### src/bclce_ram.sv
// Generic single-write, single-read memory with registered read data.
// Depends on nothing.
module bclce_ram #(
  parameter int unsigned DEPTH = 256,
  parameter int unsigned WIDTH = 9
) (
  input  logic                     clk_i,
  input  logic                     we_i,
  input  logic [$clog2(DEPTH)-1:0] waddr_i,
  input  logic [WIDTH-1:0]         wdata_i,
  input  logic [$clog2(DEPTH)-1:0] raddr_i,
  output logic [WIDTH-1:0]         rdata_o
);
  logic [WIDTH-1:0] mem [DEPTH];

  always_ff @(posedge clk_i) begin
    if (we_i) begin
      mem[waddr_i] <= wdata_i;
    end
    rdata_o <= mem[raddr_i];
  end
endmodule

### config.mk
export PLATFORM = sky130hd
export DESIGN_NAME = bclce_ram
export DESIGN_NICKNAME = d
export VERILOG_FILES = /design/src/bclce_ram.sv
export SDC_FILE = /design/constraint.sdc
export NUM_CORES = 2
export LEC_CHECK = 0
export ABC_CLOCK_PERIOD_IN_PS = 6300
export BUFFER_PORTS_ARGS = -buffer_cell sky130_fd_sc_hd__buf_4
export CAP_MARGIN = 20
export CORE_UTILIZATION = 60
export DETAILED_ROUTE_END_ITERATION = 10
export PLACE_DENSITY = 0.79
export SETUP_SLACK_MARGIN = 0.1
export SLEW_MARGIN = 30
export SYNTH_ARGS = -nofsm -noshare
export SYNTH_HDL_FRONTEND = slang
export SYNTH_SLANG_ARGS = --single-unit
### constraint.sdc
create_clock -name clk_i -period 6.3 [get_ports clk_i]
set_clock_uncertainty 0.15 [all_clocks]
set_input_delay 1.26 -clock clk_i [delete_from_list [all_inputs] [get_ports clk_i]]
set_output_delay 1.26 -clock clk_i [all_outputs]
set_load 0.02 [all_outputs]
==> summary.md <==
| Metric | Value |
|---|---|
| Clock share of power | 0.407 |
| Sw Share | 0.216 |
| Family with the most delay on the worst path | buffers and inverters |
| Vias per cell | 7.07 |
| PortBufs | 35 |
| Crit-path slowest cell | nor2b_4 |
| Int Power | about 0.025 W |
| Final Critical Period | between 4 and 5 ns |
| Post-route DRC violation count | 0 |
| WL met3 | approximately 30000 µm |
| IO Pins | 36 |
| Num CTS Buffers | between 200 and 250 |
| Share of layout cells above drive strength 1 | 0.220 |
| Top cells by area, synth | edfxtp_1 (77%), mux4_2 (12%), mux2i_1 (2.0%), a22oi_1 (1.5%), nor2_1 (1.3%) |
| RSZ-0062 raised after global routing | no |
| Net Switching | 0.00675 W |
| Yosys top cell area share | 0.775 |
| Syn Nets | approximately 4300 |
| Final #Nets | around 4400 |
| Uppermost layer routed | met5 |
| Gpl congestion | 0.920 |
| Hold path depth | 1 |
| Yosys reg bits | roughly 2300 |
| Total global routing overflow | 0 |
| Num rows | 141 |
| Mapped Avg Cell Area | 21.1 µm² |
| Detailed-router iteration count before antenna repair | 7 |
| Max FO, Critical Path | 36 |
| Reg clk slew, reported paths | approximately 0.060 ns |
| Startpoint of the worst hold path | wdata_i[3] |
| EDFF count, synth | 2304 |
| Reg2Reg Depth | 6 |
| CP endpoint kind | flop |
| Crit Reg-Reg Endpoint | rdata_o[4] |
| Overall via count from detail_route | 45679 |
| Hold Crit Class | in -> reg |
| DIE AREA | 150000 µm² |
| Drt total wl | 222000 µm |
| Data arrival time of the critical path | just under 5 ns |
| Max Cap Viol | 0 |
| Endpoints failing hold | 0 |
| Clk_lat worst skew | 0.87 ns |
| Initial antenna violation count | 14 |
| Initial drt markers | around 7000 |
| TNS Setup | 0 ns |
| Vias in the first global route | roughly 46000 |
| Largest net degree at the start of global routing | 183 |
| Post-Syn Area | 89300 µm² |
| Peak VDD IR | 252 µV |
| Die H | 388 µm |
| Number of post-CTS setup repair buffers | 0 |
| Period utilisation layout | 0.665 |
| Synthesized instance count | roughly 4200 |
| R2r setup slk | about 3.4 ns |
| First-pass GRT wire length | approximately 320000 µm |
| Post-CTS sizing | 0 |
| Worst path most repeated cell | buf_4 |
| Crit Path Category | in -> reg |
| Die X | 388 µm |
| CTS tree | yes |
| CTS H-tree lvls | 4 |
| Main synth FF type | edfxtp_1 |
| Initial Util | 0.605 |
| Gate power share | 0.050 |
| Static leakage | between 30 and 40 nW |
| Dpl hpwl | ~130000 µm |
| Post-synthesis cell type count | 57 |
| Sequential share of the synthesized area | 0.777 |
| Hold EP | mem[148][3] |
| Slew margin rel. | 0.265 |
| Min Hold Slack | 0.684 ns |
| CTS Sinks | between 2000 and 2500 |
| Synth warn | 0 |
| CORE AREA | roughly 150000 µm² |
| Launching point of the worst reg2reg path | mem[205][4] |
| Status | completed |
| Worst slew pin tran | 1.10 ns |
| Routed wl met2 | 104000 µm |
| Wire per inst | between 30 and 40 µm |
| Total global-route track usage | 0.298 |
| WL met1 | 78100 µm |
| Buffers & Inverters on Critical Path | 3 |
| Root buffer cell | clkbuf_16 |
| # setup viols final | 0 |
| Hold buffer count at cts | 0 |
| Area grow syn2layout | 10.5% |
| Final core occ | 0.668 |
| Worst path cell trace | buf_4 -> buf_4 -> nor2b_4 -> buf_4 -> a22oi_1 -> a21oi_1 -> nor4_1 -> nor4_1 |
| Clk buf depth | 3 |
| Largest stage delay, worst path | 0.80 ns |
| Cell taking the most area after synthesis | edfxtp_1 |
| Flop pwr share | 0.544 |
| F_max | 239 MHz |
| Critical Path RT | 6.91 ns |
| Pwr/cell area | 317 nW/µm² |
| Routed Antenna Nets | 0 |
| Final-report max-slew violation count | 0 |
| CP startpoint kind | primary input |
| FFs w/ async S/R, synth | 0 |
==> cells in the final DEF (no fill, tap or decap), types with 11 or more instances in the layout <==
master / n
a22oi_1: 174
nor2_1: 265
a21oi_1: 98
edfxtp_1: 2304
mux4_2: 467
clkbuf_16: 219
nand2_1: 40
nand3_1: 30
clkbuf_8: 12
o21ai_0: 31
nor4_1: 21
bufinv_16: 15
o22ai_1: 65
a211oi_1: 25
a221oi_1: 11
clkbuf_1: 55
buf_4: 107
o221ai_1: 35
nand4_1: 11
nor3_1: 21
nor2_2: 38
clkinv_1: 47
clkinv_2: 40
mux2_2: 21
mux2i_1: 177
nor2b_1: 24
buf_12: 19
==> power by group through the flow <==
stage | clock [W] | combinational (W) | sequential [W]
2_1_floorplan | 0 | 0.000805 | 0.0173
3_3_place_gp | 0 | 0.00145 | 0.0173
3_5_place_dp | 0 | 0.00149 | 0.0173
4_1_cts | 0.0128 | 0.00151 | 0.0170
5_1_grt | 0.0133 | 0.00159 | 0.0170
6_report | 0.0127 | 0.00155 | 0.0170
==> cell usage after synthesis, types with 10 or more instances <==
cell type / count
nand4_1: 11
mux2i_1: 177
nor2b_1: 28
nor2_1: 305
buf_8: 12
mux4_2: 467
o221ai_1: 35
buf_1: 14
edfxtp_1: 2304
mux2_2: 21
nor4_1: 27
a221oi_1: 11
o21ai_0: 31
nand3_1: 31
buf_4: 28
a21oi_1: 98
buf_6: 26
o22ai_1: 65
buf_2: 54
a211oi_1: 26
a31oi_1: 10
clkbuf_1: 120
nand2_1: 40
a22oi_1: 174
nor3_1: 21
==> sequential cells by signal, indices dropped and copies added (netlist names) <==
register and count:
mem 2304, rdata_o 9
==> layer usage <==
layer,up-vias,global-route usage
met4,26,0.137
met5,-,0
met1,23418,0.406
met3,637,0.0874
li1,17996,-
met2,3602,0.449
==> logic make-up (layout without fill, tap and decap cells) <==
| group | count (synthesis) | in the layout | synth area share |
|---|---|---|---|
| flops | 2313 | 2313 | 0.777 |
| mux | 674 | 674 | 0.143 |
| simple gates | 500 | 500 | 0.0250 |
| other cells | 0 | 7 | 0 |
| compound gates | 489 | 489 | 0.0375 |
| buf+inv | 261 | 547 | 0.0175 |
==> layout make-up <==
cell class                      instances  area (µm²)
Clock inverter                        127        1130
Tap cell                             1930        2410
Fill cell                            8652       49000
Timing Repair Buffer                  141        1420
Clock buffer                          277        5730
Sequential cell                      2313       69400
Inverter                                2        8.76
Antenna cell                            7        17.5
Multi-Input combinational cell       1663       18500
==> per-stage QoR <==
step                power (W)  instance area (µm²)  instances  setup WS, ns
floorplan              0.0181                89300       4237          3.03
global placement       0.0188                91500       6045          1.12
detailed placement     0.0188                91600       6045          1.41
CTS                    0.0313                98400       6449          2.27
global route           0.0319                98600       6453          2.04
finish                 0.0313                98600       6460          2.11
==> how the worst max path moves through the flow <==
| stage | startpoint | end | slack, ns | cells after the start |
|---|---|---|---|---|
| after global routing | raddr_i[2] | rdata_o[5] | 2.04 | 8 |
| after detailed placement | raddr_i[2] | rdata_o[5] | 1.41 | 8 |
| after global placement | raddr_i[2] | rdata_o[4] | 1.12 | 6 |
| after floorplan | waddr_i[3] | mem[235][0] | 3.03 | 6 |
| after CTS | raddr_i[2] | rdata_o[0] | 2.27 | 8 |
| final | raddr_i[2] | rdata_o[5] | 2.11 | 8 |
==> worst reg2reg max path, delay by kind of cell (launching register included) <==
family          cells  cell delay (ns)
compound gates      3             1.47
mux                 1             0.49
flops               1             0.39
simple gates        2             0.25
No activity file was read; power rests on OpenSTA's default activity.
